<file path="src/rtl/slr_pkg.sv">
// Package: shared types and codes of the span line rasteriser.
`timescale 1ns / 1ps

package slr_pkg;

  // Command codes carried on the input channel
  localparam logic CMD_START = 1'b0;
  localparam logic CMD_NEXT  = 1'b1;

  // Sequencer states
  typedef enum logic [1:0] {
    S_IDLE,
    S_SETUP,
    S_DIV,
    S_FIN
  } seq_state_e;

endpackage

</file>
<file path="src/rtl/slr_divider.sv">
// Restoring divider: one quotient bit per cycle through a shared subtract-compare.
`timescale 1ns / 1ps

module slr_divider #(
  parameter int unsigned W = 11
) (
  input  logic         clk_i,
  input  logic         rst_ni,
  input  logic         start_i,
  input  logic [W-1:0] dividend_i,
  input  logic [W-1:0] divisor_i,
  output logic         done_o,
  output logic [W-1:0] quotient_o
);

  localparam int unsigned CntW = $clog2(W);

  logic            busy_q, busy_d;
  logic            done_q, done_d;
  logic [CntW-1:0] cnt_q, cnt_d;
  logic [W-1:0]    rem_q, rem_d;
  logic [W-1:0]    quo_q, quo_d;
  logic [W-1:0]    den_q, den_d;

  logic [W:0]      shifted;
  logic [W+1:0]    trial;
  logic            fits;
  logic            last_step;

  // Shared subtract-compare for one restoring step
  assign shifted   = {rem_q, quo_q[W-1]};
  assign trial     = {1'b0, shifted} - {2'b00, den_q};
  assign fits      = ~trial[W+1];
  assign last_step = (cnt_q == CntW'(W - 1));

  always_comb begin
    busy_d = busy_q;
    done_d = 1'b0;
    cnt_d  = cnt_q;
    rem_d  = rem_q;
    quo_d  = quo_q;
    den_d  = den_q;
    if (start_i) begin
      busy_d = 1'b1;
      cnt_d  = '0;
      rem_d  = '0;
      quo_d  = dividend_i;
      den_d  = divisor_i;
    end else if (busy_q) begin
      rem_d = fits ? trial[W-1:0] : shifted[W-1:0];
      quo_d = {quo_q[W-2:0], fits};
      cnt_d = cnt_q + CntW'(1);
      if (last_step) begin
        busy_d = 1'b0;
        done_d = 1'b1;
      end
    end
  end

  // Control state
  always_ff @(posedge clk_i or negedge rst_ni) begin
    if (!rst_ni) begin
      busy_q <= 1'b0;
      done_q <= 1'b0;
      cnt_q  <= '0;
    end else begin
      busy_q <= busy_d;
      done_q <= done_d;
      cnt_q  <= cnt_d;
    end
  end

  // Datapath, no reset needed
  always_ff @(posedge clk_i) begin
    rem_q <= rem_d;
    quo_q <= quo_d;
    den_q <= den_d;
  end

  assign done_o     = done_q;
  assign quotient_o = quo_q;

endmodule

</file>
<file path="src/rtl/span_line_rasterizer_core.sv">
// Top level: breaks a straight line into rectangular spans, one span per transaction.
// Usage
//   Input channel (in_valid_i / in_stall_o): command_i = start (0) loads two
//   endpoints and a colour and returns the first span; command_i = next (1)
//   returns the following span. Every input transaction yields exactly one
//   output transaction (out_valid_o / out_stall_i); span_valid_o = 0 marks
//   "no line in progress" with all other fields zero.
//   Flow: an accepted item passes through setup, the divide phase (skipped
//   for an empty result) and finish before it reaches the result register.
//   The divide phase runs the shared divider, which retires one quotient bit per
//   cycle. in_stall_o is high from acceptance until the result has been
//   moved into the output register, so one item is in flight at a time and
//   a new transaction is not taken until the previous one has left finish.
//   The output register lets a new item be accepted while a result waits.
//   If the receiver stalls, the finished span is held in the sequencer and
//   the result register until out_stall_i drops; nothing is lost.
//   Reset clears the cursor, target, colour and the line-in-progress flag
//   and empties the output register.
`timescale 1ns / 1ps

module span_line_rasterizer_core #(
  parameter int unsigned COORD_BITS = 10
) (
  input  logic                  clk_i,
  input  logic                  rst_ni,
  // Input channel
  input  logic                  in_valid_i,
  output logic                  in_stall_o,
  input  logic                  command_i,
  input  logic [COORD_BITS-1:0] x_start_i,
  input  logic [COORD_BITS-1:0] y_start_i,
  input  logic [COORD_BITS-1:0] x_end_i,
  input  logic [COORD_BITS-1:0] y_end_i,
  input  logic [15:0]           line_color_i,
  // Output channel
  output logic                  out_valid_o,
  input  logic                  out_stall_i,
  output logic                  span_valid_o,
  output logic [COORD_BITS-1:0] span_x_o,
  output logic [COORD_BITS-1:0] span_y_o,
  output logic [COORD_BITS:0]   span_width_o,
  output logic [COORD_BITS:0]   span_height_o,
  output logic [15:0]           span_color_o,
  output logic                  span_last_o
);

  import slr_pkg::*;

  localparam int unsigned C  = COORD_BITS;
  localparam int unsigned SW = C + 1;  // span size / cursor_x width
  localparam int unsigned YW = C + 2;  // signed cursor_y width

  seq_state_e state_q, state_d;

  // Line state
  logic [SW-1:0]        cur_x_q, cur_x_d;
  logic signed [YW-1:0] cur_y_q, cur_y_d;
  logic [C-1:0]         tgt_x_q, tgt_x_d;
  logic [C-1:0]         tgt_y_q, tgt_y_d;
  logic [15:0]          color_q, color_d;
  logic                 active_q, active_d;
  // Per-span working state
  logic                 tall_q, tall_d;
  logic                 down_q, down_d;
  logic                 empty_q, empty_d;

  // Output register
  logic                 out_valid_q;
  logic                 span_valid_q;
  logic [C-1:0]         span_x_q, span_y_q;
  logic [SW-1:0]        span_width_q, span_height_q;
  logic [15:0]          span_color_q;
  logic                 span_last_q;

  logic                 in_fire;
  logic                 fin_fire;
  logic                 div_start;
  logic                 div_done;
  logic [SW-1:0]        quotient;

  // Setup arithmetic
  logic                 no_span;
  logic [SW-1:0]        adx;
  logic signed [YW-1:0] diff;
  logic                 down_now;
  logic [YW-1:0]        abs_diff;
  logic [SW-1:0]        ady;
  logic                 tall_now;
  logic [SW-1:0]        num, den;

  // Finish arithmetic
  logic [SW-1:0]        w, h;
  logic [YW-1:0]        h_ext;
  logic [YW-1:0]        top;
  logic [SW:0]          x_sum;
  logic                 last;

  assign in_fire = in_valid_i && !in_stall_o;

  // Decide whether a span exists and set up the division
  assign no_span  = !active_q || (cur_x_q > {1'b0, tgt_x_q});
  assign adx      = {1'b0, tgt_x_q} - cur_x_q + SW'(1);
  assign diff     = $signed({2'b00, tgt_y_q}) - cur_y_q;
  assign down_now = !diff[YW-1];
  assign abs_diff = down_now ? diff : -diff;
  assign ady      = abs_diff[SW-1:0] + SW'(1);
  assign tall_now = ady > adx;
  assign num      = tall_now ? ady : adx;
  assign den      = tall_now ? adx : ady;

  slr_divider #(
    .W(SW)
  ) u_div (
    .clk_i      (clk_i),
    .rst_ni     (rst_ni),
    .start_i    (div_start),
    .dividend_i (num),
    .divisor_i  (den),
    .done_o     (div_done),
    .quotient_o (quotient)
  );

  // Span geometry from the quotient
  assign w     = tall_q ? SW'(1) : quotient;
  assign h     = tall_q ? quotient : SW'(1);
  assign h_ext = {1'b0, h};
  assign top   = down_q ? cur_y_q : (cur_y_q - h_ext + YW'(1));
  assign x_sum = {1'b0, cur_x_q} + {1'b0, w};
  assign last  = x_sum > {2'b00, tgt_x_q};

  // Next state
  always_comb begin
    state_d = state_q;
    unique case (state_q)
      S_IDLE:  if (in_fire) state_d = S_SETUP;
      S_SETUP: state_d = no_span ? S_FIN : S_DIV;
      S_DIV:   if (div_done) state_d = S_FIN;
      S_FIN:   if (fin_fire) state_d = S_IDLE;
      default: state_d = S_IDLE;
    endcase
  end

  // Sequencer outputs
  always_comb begin
    in_stall_o = 1'b1;
    div_start  = 1'b0;
    fin_fire   = 1'b0;
    unique case (state_q)
      S_IDLE:  in_stall_o = 1'b0;
      S_SETUP: div_start = !no_span;
      S_DIV:   ;
      S_FIN:   fin_fire = !out_valid_q || !out_stall_i;
      default: ;
    endcase
  end

  // Line state updates
  always_comb begin
    cur_x_d  = cur_x_q;
    cur_y_d  = cur_y_q;
    tgt_x_d  = tgt_x_q;
    tgt_y_d  = tgt_y_q;
    color_d  = color_q;
    active_d = active_q;
    tall_d   = tall_q;
    down_d   = down_q;
    empty_d  = empty_q;
    if (in_fire && command_i == CMD_START) begin
      if (x_start_i > x_end_i) begin
        cur_x_d = {1'b0, x_end_i};
        cur_y_d = $signed({2'b00, y_end_i});
        tgt_x_d = x_start_i;
        tgt_y_d = y_start_i;
      end else begin
        cur_x_d = {1'b0, x_start_i};
        cur_y_d = $signed({2'b00, y_start_i});
        tgt_x_d = x_end_i;
        tgt_y_d = y_end_i;
      end
      color_d  = line_color_i;
      active_d = 1'b1;
    end
    if (state_q == S_SETUP) begin
      empty_d = no_span;
      tall_d  = tall_now;
      down_d  = down_now;
      if (no_span) active_d = 1'b0;
    end
    if (fin_fire && !empty_q) begin
      cur_x_d = x_sum[SW-1:0];
      cur_y_d = down_q ? (cur_y_q + h_ext) : (cur_y_q - h_ext);
      if (last) active_d = 1'b0;
    end
  end

  always_ff @(posedge clk_i or negedge rst_ni) begin
    if (!rst_ni) begin
      state_q  <= S_IDLE;
      cur_x_q  <= '0;
      cur_y_q  <= '0;
      tgt_x_q  <= '0;
      tgt_y_q  <= '0;
      color_q  <= '0;
      active_q <= 1'b0;
      tall_q   <= 1'b0;
      down_q   <= 1'b0;
      empty_q  <= 1'b0;
    end else begin
      state_q  <= state_d;
      cur_x_q  <= cur_x_d;
      cur_y_q  <= cur_y_d;
      tgt_x_q  <= tgt_x_d;
      tgt_y_q  <= tgt_y_d;
      color_q  <= color_d;
      active_q <= active_d;
      tall_q   <= tall_d;
      down_q   <= down_d;
      empty_q  <= empty_d;
    end
  end

  // Output register valid
  always_ff @(posedge clk_i or negedge rst_ni) begin
    if (!rst_ni) begin
      out_valid_q <= 1'b0;
    end else if (fin_fire) begin
      out_valid_q <= 1'b1;
    end else if (!out_stall_i) begin
      out_valid_q <= 1'b0;
    end
  end

  // Output register payload
  always_ff @(posedge clk_i) begin
    if (fin_fire) begin
      span_valid_q  <= !empty_q;
      span_x_q      <= empty_q ? '0 : cur_x_q[C-1:0];
      span_y_q      <= empty_q ? '0 : top[C-1:0];
      span_width_q  <= empty_q ? '0 : w;
      span_height_q <= empty_q ? '0 : h;
      span_color_q  <= empty_q ? '0 : color_q;
      span_last_q   <= empty_q ? 1'b0 : last;
    end
  end

  assign out_valid_o   = out_valid_q;
  assign span_valid_o  = span_valid_q;
  assign span_x_o      = span_x_q;
  assign span_y_o      = span_y_q;
  assign span_width_o  = span_width_q;
  assign span_height_o = span_height_q;
  assign span_color_o  = span_color_q;
  assign span_last_o   = span_last_q;

  // Checks
  a_accept_to_setup: assert property (@(posedge clk_i) disable iff (!rst_ni)
    in_fire |=> state_q == S_SETUP)
    else $error("accepted transaction did not enter setup");

  a_div_done_in_div: assert property (@(posedge clk_i) disable iff (!rst_ni)
    div_done |-> state_q == S_DIV)
    else $error("divider finished outside the divide phase");

  a_out_from_fin: assert property (@(posedge clk_i) disable iff (!rst_ni)
    $rose(out_valid_q) |-> $past(state_q) == S_FIN)
    else $error("result register loaded outside finish");

  a_span_thin: assert property (@(posedge clk_i) disable iff (!rst_ni)
    out_valid_q && span_valid_q |-> span_width_q == SW'(1) || span_height_q == SW'(1))
    else $error("span is neither one column nor one row");

  a_busy_no_new_result: assert property (@(posedge clk_i) disable iff (!rst_ni)
    state_q == S_DIV |-> in_stall_o)
    else $error("input taken while dividing");

endmodule
</file>
<file path="config.mk">
export PLATFORM = sky130hd
export DESIGN_NAME = span_line_rasterizer_core
export DESIGN_NICKNAME = d
export VERILOG_FILES = /design/src/rtl/slr_pkg.sv /design/src/rtl/slr_divider.sv /design/src/rtl/span_line_rasterizer_core.sv
export SDC_FILE = /design/constraint.sdc
export NUM_CORES = 1
export LEC_CHECK = 0
export BUFFER_PORTS_ARGS = -buffer_cell sky130_fd_sc_hd__buf_2
export CORE_MARGIN = 4
export CORE_UTILIZATION = 55
export CTS_BUF_LIST = sky130_fd_sc_hd__clkbuf_16
export DETAILED_ROUTE_END_ITERATION = 6
export PLACE_DENSITY = 0.72
export SYNTH_ARGS = -nofsm -noshare
export SYNTH_HDL_FRONTEND = slang
export SYNTH_SLANG_ARGS = --single-unit
</file>
<file path="constraint.sdc">
create_clock -name clk_i -period 9.9 [get_ports clk_i]
set_input_delay 1.98 -clock clk_i [delete_from_list [all_inputs] [get_ports clk_i]]
set_output_delay 1.98 -clock clk_i [all_outputs]
set_load 0.05 [all_outputs]
</file>
Yosys cells after proc, flatten, opt, wreduce, memory -nomap -nowiden

Cells that the tools add are included.
Widths: inputs -> output; s select.

Bits in registers: 165
Output and inout port bits: 62
Word-level logic and storage cells: 105

Add/sub/neg operators: 11
Order comparisons: 4
Eq/ne operators: 8
Mux-type cells: 41
Bitwise logic cells: 2
Reduce and logical (&&, ||, !) cells: 15

Operator list:

| kind                  | count |
|---|---|
| $mux 11               | 10 |
| $mux 10               | 5 |
| $mux 12               | 3 |
| $add 11x1->11 const B | 2 |
| $mux 1                | 17 |
| $sub 12x11->13        | 1 |
| $add 11x11->12        | 1 |
| $add 12x11->12        | 1 |
| $gt 12x10->1          | 1 |
| $sub 11x12->12        | 1 |
| $sub 12x11->12        | 1 |
| $gt 11x10->1          | 1 |
| $gt 11x11->1          | 1 |
| $neg 11->11           | 1 |
| $sub 10x11->11        | 1 |
| $add 10x1->10 const B | 1 |
| $gt 10x10->1          | 1 |
| $mux 4                | 2 |
| $pmux 2 s4            | 1 |
| $logic_not 1->1       | 6 |
| $mux 2                | 3 |
| $add 4x1->4 const B   | 1 |
| $eq 2x2->1 const B    | 2 |
| $eq 4x4->1 const B    | 1 |
| 9 further kinds       | 16 |

Depth between registers and ports, before layout

Word-level depth: 8
Depth in mapped cells: 27
Depth with buffers taken out: 25

Cells and area by module

From an unflattened synthesis, not the netlist that was laid out.

Cells, all modules: 1261
Area, all modules: 11735.0 µm²

By module, submodules not included:

| module                    | instances | cells an instance | area an instance (µm²) |
|---|---|---|---|
| span_line_rasterizer_core | 1         | 1062              | 9605.5 |
| slr_divider               | 1         | 199               | 2129.5 |

Worst setup path before layout

OpenSTA, ideal clock, no wires.

Kind: register to register
From: register cur_y_q[1]
To: register u_div.den_q[6] (data pin)
Arrival time: 4943 ps
Data required time: 9646 ps
Path slack: 4704 ps
Cell stages (with the launch flop): 22
Path through: dfrtp_1 -> inv_1 -> ha_1 -> nor2b_1 -> o221a_2 -> o2111ai_2 -> a211o_1 -> nand3_1 -> buf_2 -> nor2_1 -> a21oi_1 -> ha_1 -> inv_1 -> a211o_1 -> or4b_4 -> xor2_1 -> ha_1 -> nand2_1 -> o41ai_1 -> clkbuf_1 -> nor2_1 -> a21o_1

Cells in the longest elaborated chain, start to end: 6

RTL lines:

| what                   | line                             | RTL |
|---|---|---|
| start, declared        | span_line_rasterizer_core.sv:57  | `logic signed [YW-1:0] cur_y_q, cur_y_d;` |
| start signal, assigned | span_line_rasterizer_core.sv:211 | `cur_y_q <= cur_y_d;` |
| $sub 11x12->12 (*)     | span_line_rasterizer_core.sv:103 | `assign diff = $signed({2'b00, tgt_y_q}) - cur_y_q;` |
| $neg 11->11            | span_line_rasterizer_core.sv:105 | `assign abs_diff = down_now ? diff : -diff;` |
| $mux 11 (*)            | span_line_rasterizer_core.sv:105 |  |
| $add 11x1->11 (*)      | span_line_rasterizer_core.sv:106 | `assign ady = abs_diff[SW-1:0] + SW'(1);` |
| $gt 11x11->1           | span_line_rasterizer_core.sv:107 | `assign tall_now = ady > adx;` |
| $mux 11 (*)            | span_line_rasterizer_core.sv:109 | `assign den = tall_now ? adx : ady;` |
| via den[6]             | span_line_rasterizer_core.sv:89  | `logic [SW-1:0] num, den;` |
| end signal, assigned   | slr_divider.sv:77                | `den_q <= den_d;` |
| end, declared          | slr_divider.sv:23                | `logic [W-1:0] den_q, den_d;` |

Mark *: on every way through the listed nets, which the timed path passes. The rest lies on a longest branch.
A chain may end at the register's enable or synchronous reset.

Worst setup path after layout

From: register cur_y_q[1]
To: register u_div.quo_q[6], in the netlist u_div.quotient_o[6] (data pin)

Cells in the longest elaborated chain, start to end: 7

RTL lines:

| what                 | line                             | RTL |
|---|---|---|
| $sub 11x12->12 (*)   | span_line_rasterizer_core.sv:103 |  |
| $neg 11->11          | span_line_rasterizer_core.sv:105 |  |
| $mux 11 (*)          | span_line_rasterizer_core.sv:105 |  |
| $add 11x1->11 (*)    | span_line_rasterizer_core.sv:106 |  |
| $gt 11x11->1         | span_line_rasterizer_core.sv:107 |  |
| $mux 11 (*)          | span_line_rasterizer_core.sv:108 | `assign num = tall_now ? ady : adx;` |
| $mux 11 (*)          | slr_divider.sv:43                | `if (start_i) begin` |
| via u_div.quo_d[6]   | slr_divider.sv:22                | `logic [W-1:0] quo_q, quo_d;` |
| end signal, assigned | slr_divider.sv:76                | `quo_q <= quo_d;` |
| end, declared        | slr_divider.sv:22                |  |

Marks and branches as above.

==> results.sh <==
export IMPL_outcome="completed"
export IMPL_cts_resized=0
export IMPL_ant_nets=0
export IMPL_clk_path_buf_depth=2
export IMPL_core_sq_um=21000
export IMPL_finalCriticalPeriod_ns=5.86
export IMPL_required_ns=10.09
export IMPL_postCtsSetupBuffers=0
export IMPL_synth_area_sq_um=11700
export IMPL_cp_arrival_ns=6.06
export IMPL_die_h_um=154
export IMPL_routedWlPerCell_um=17.6
export IMPL_synth_area_per_cell_sq_um=9.10
export IMPL_yosysUniqueCellTypes=76
export IMPL_hold_depth=2
export IMPL_hpwlAfterDp_mm=21.9
export IMPL_drtIter0Drc=682
export IMPL_fin_cells=1675
export IMPL_port_buffers=122
export IMPL_ys_ff_latch=165
export IMPL_clkLatencyLatePin_ns=0.44
export IMPL_fin_nets=1576
export IMPL_gr_total_overflow=0
export IMPL_io_pins=123
export IMPL_async_flop_share_pct=43.6
export IMPL_grt_use_total_pct=25.1
export IMPL_firstDrtPassIters=5
export IMPL_place_gp_congestion=0.957
export IMPL_cts_clk_slew_worst_paths_ns=0.08
export IMPL_dpl_cell_count=1643
export IMPL_fmax_ghz=0.171
export IMPL_cts_tree="yes"
export IMPL_cts_root_buffer="clkbuf_16"
export IMPL_hold_buffers=0
export IMPL_grt_pass1_wl_mm=47.9
export IMPL_maxSlewHeadroom_pct=25.9
export IMPL_layout_commonest_cell="nand2_1"
export IMPL_rr_worst_depth=20
export IMPL_synth_nets=1479
export IMPL_die_w_um=154
export IMPL_numCtsBuffers=17
export IMPL_drive_above_1_share_pct=14.0
export IMPL_synthCells=1290
export IMPL_worstSetupEndpointType="register"
export IMPL_worstMarginPinSlew_ns=1.11
export IMPL_yosysSeqAreaShare_pct=38.2
export IMPL_hold_viol=0
export IMPL_fin_ws_ns=4.04
export IMPL_diodes=0
export IMPL_synthFlopType="edfxtp_1"
export IMPL_yosys_warnings=0
export IMPL_drv_cap=0
export IMPL_maxSlewViolCount=0
export IMPL_path_class="reg -> reg"
export IMPL_rsz0062_at_grt="false"
export IMPL_syn_to_final_growth_pct=12.3
export IMPL_antenna_found_initial=1
export IMPL_grt_pass1_vias=9406
export IMPL_cts_max_level=4
export IMPL_drc=0
export IMPL_final_util_pct=62.7
export IMPL_start_util_pct=55.8
export IMPL_die_area_sq_um=23700
export IMPL_setup_viol_count_final=0
export IMPL_rows=53
export IMPL_routed_wirelength_mm=29.4
export IMPL_synth_edf_count=82
export IMPL_grt_max_degree=73
export IMPL_hold_path_class="reg -> reg"
export IMPL_vias_per_cell=5.71
export IMPL_layout_common_cells="nand2_1 (148), ha_1 (121), buf_2 (121)"
export IMPL_skew_ns=0.0143
export IMPL_place_ws_ns=4.10
export IMPL_crit_path_start_kind="register"
export IMPL_path_max_fanout=19
export IMPL_fin_crit_sh_pct=59.2
export IMPL_clock_sinks=165
export IMPL_setup_tns_ns=0
export IMPL_vias=9562
==> state kept, by name, summed over array words and instances (netlist names), 2 cells and up <==
register          flops
span_x_o             10
span_width_o         11
state_q               2
cur_x_q              11
span_y_o             10
tgt_y_q              10
color_q              16
span_color_o         16
tgt_x_q              10
u_div.quotient_o     11
u_div.cnt_q           4
span_height_o        11
u_div.den_q          11
u_div.rem_q          11
cur_y_q              12
==> logic make-up after synthesis <==
| group | share of synthesized area [%] |
|---|---|
| AO/OA/AOI/OAI | 16.1 |
| AND/OR/NAND/NOR | 16.4 |
| multiplexers | 4.39 |
| buffers and inverters | 5.26 |
| XOR/XNOR | 5.58 |
| flip-flops | 38.2 |
| adder cells (fa/ha/maj) | 14.1 |
==> per-layer routing <==
| metal | track usage, % | wire length (um) | up-vias | part of all wire, % |
|---|---|---|---|---|
| li1 | - | - | 4703 | - |
| met1 | 33.7 | 13100 | 4550 | 45 |
| met2 | 41.6 | 14100 | 259 | 48 |
| met3 | 4.78 | 1610 | 48 | 5.5 |
| met4 | 7.23 | 639 | 2 | 2.2 |
| met5 | 0 | 7 | - | 0.024 |
==> worst paths after layout <==
check,from,end,slack [ns]
max,cur_y_q[1],u_div.quotient_o[6],4.04
min in group asynchronous,rst_ni,u_div.done_o,1.71
max reg2reg,cur_y_q[1],u_div.quotient_o[6],4.04
max in group asynchronous,rst_ni,empty_q,7.49
min reg2reg,color_q[14],color_q[14],0.47
min,color_q[14],color_q[14],0.47
==> stage by stage <==
stage | instance area, sq um | hold slack (ns)
2_1_floorplan | 11700 | 0.438
3_3_place_gp | 12600 | 0.449
3_5_place_dp | 12600 | 0.454
4_1_cts | 13200 | 0.473
5_1_grt | 13200 | 0.503
6_report | 13200 | 0.467
==> critical path, stage by stage, from the launching register on <==
cell and delay, ns:
dfrtp_1 0.51, inv_1 0.14, ha_1 0.29, nor2b_1 0.23, o221a_2 0.27, o2111ai_2 0.13
a211o_1 0.33, nand3_1 0.38, nor2_1 0.08, a21oi_1 0.15, ha_1 0.17, inv_1 0.08
a211o_1 0.28, or4b_4 0.55, xor2_1 0.19, ha_1 0.34, o21a_1 0.13, o21a_1 0.22
o41a_1 0.67, nand2_1 0.20, o221a_2 0.28
==> Yosys cell counts (all sizes together), types with 14 or more instances <==
| cell | instances | share of area (%) |
|---|---|---|
| xnor2 | 52 | 3.9 |
| a21o | 14 | 0.91 |
| edfxtp | 82 | 21 |
| nand2b | 14 | 0.75 |
| and2 | 14 | 0.75 |
| xor2 | 22 | 1.7 |
| o21ai | 88 | 3.8 |
| clkbuf | 47 | 1.5 |
| nor2b | 42 | 2.2 |
| a31oi | 18 | 0.96 |
| ha | 121 | 13 |
| inv | 110 | 3.5 |
| nor3 | 27 | 1.2 |
| nor2 | 107 | 3.4 |
| a21oi | 78 | 3.3 |
| mux2i | 47 | 4.0 |
| nand2 | 148 | 4.7 |
| o21a | 14 | 0.90 |
| nand3 | 19 | 0.85 |
| a211oi | 18 | 1.2 |
| dfrtp | 72 | 15 |
==> layout make-up <==
cell class	instances	area, sq um
Clock inverter	14	156
Tap cell	275	344
Clock buffer	18	450
Inverter	110	413
Multi-Input combinational cell	962	6650
Timing Repair Buffer	131	681
Sequential cell	165	4490
Fill cell	1799	7840
Power is left out: the tool's default activity adds up to more than one toggle a clock period on the data nets, which glitch-free logic cannot reach.
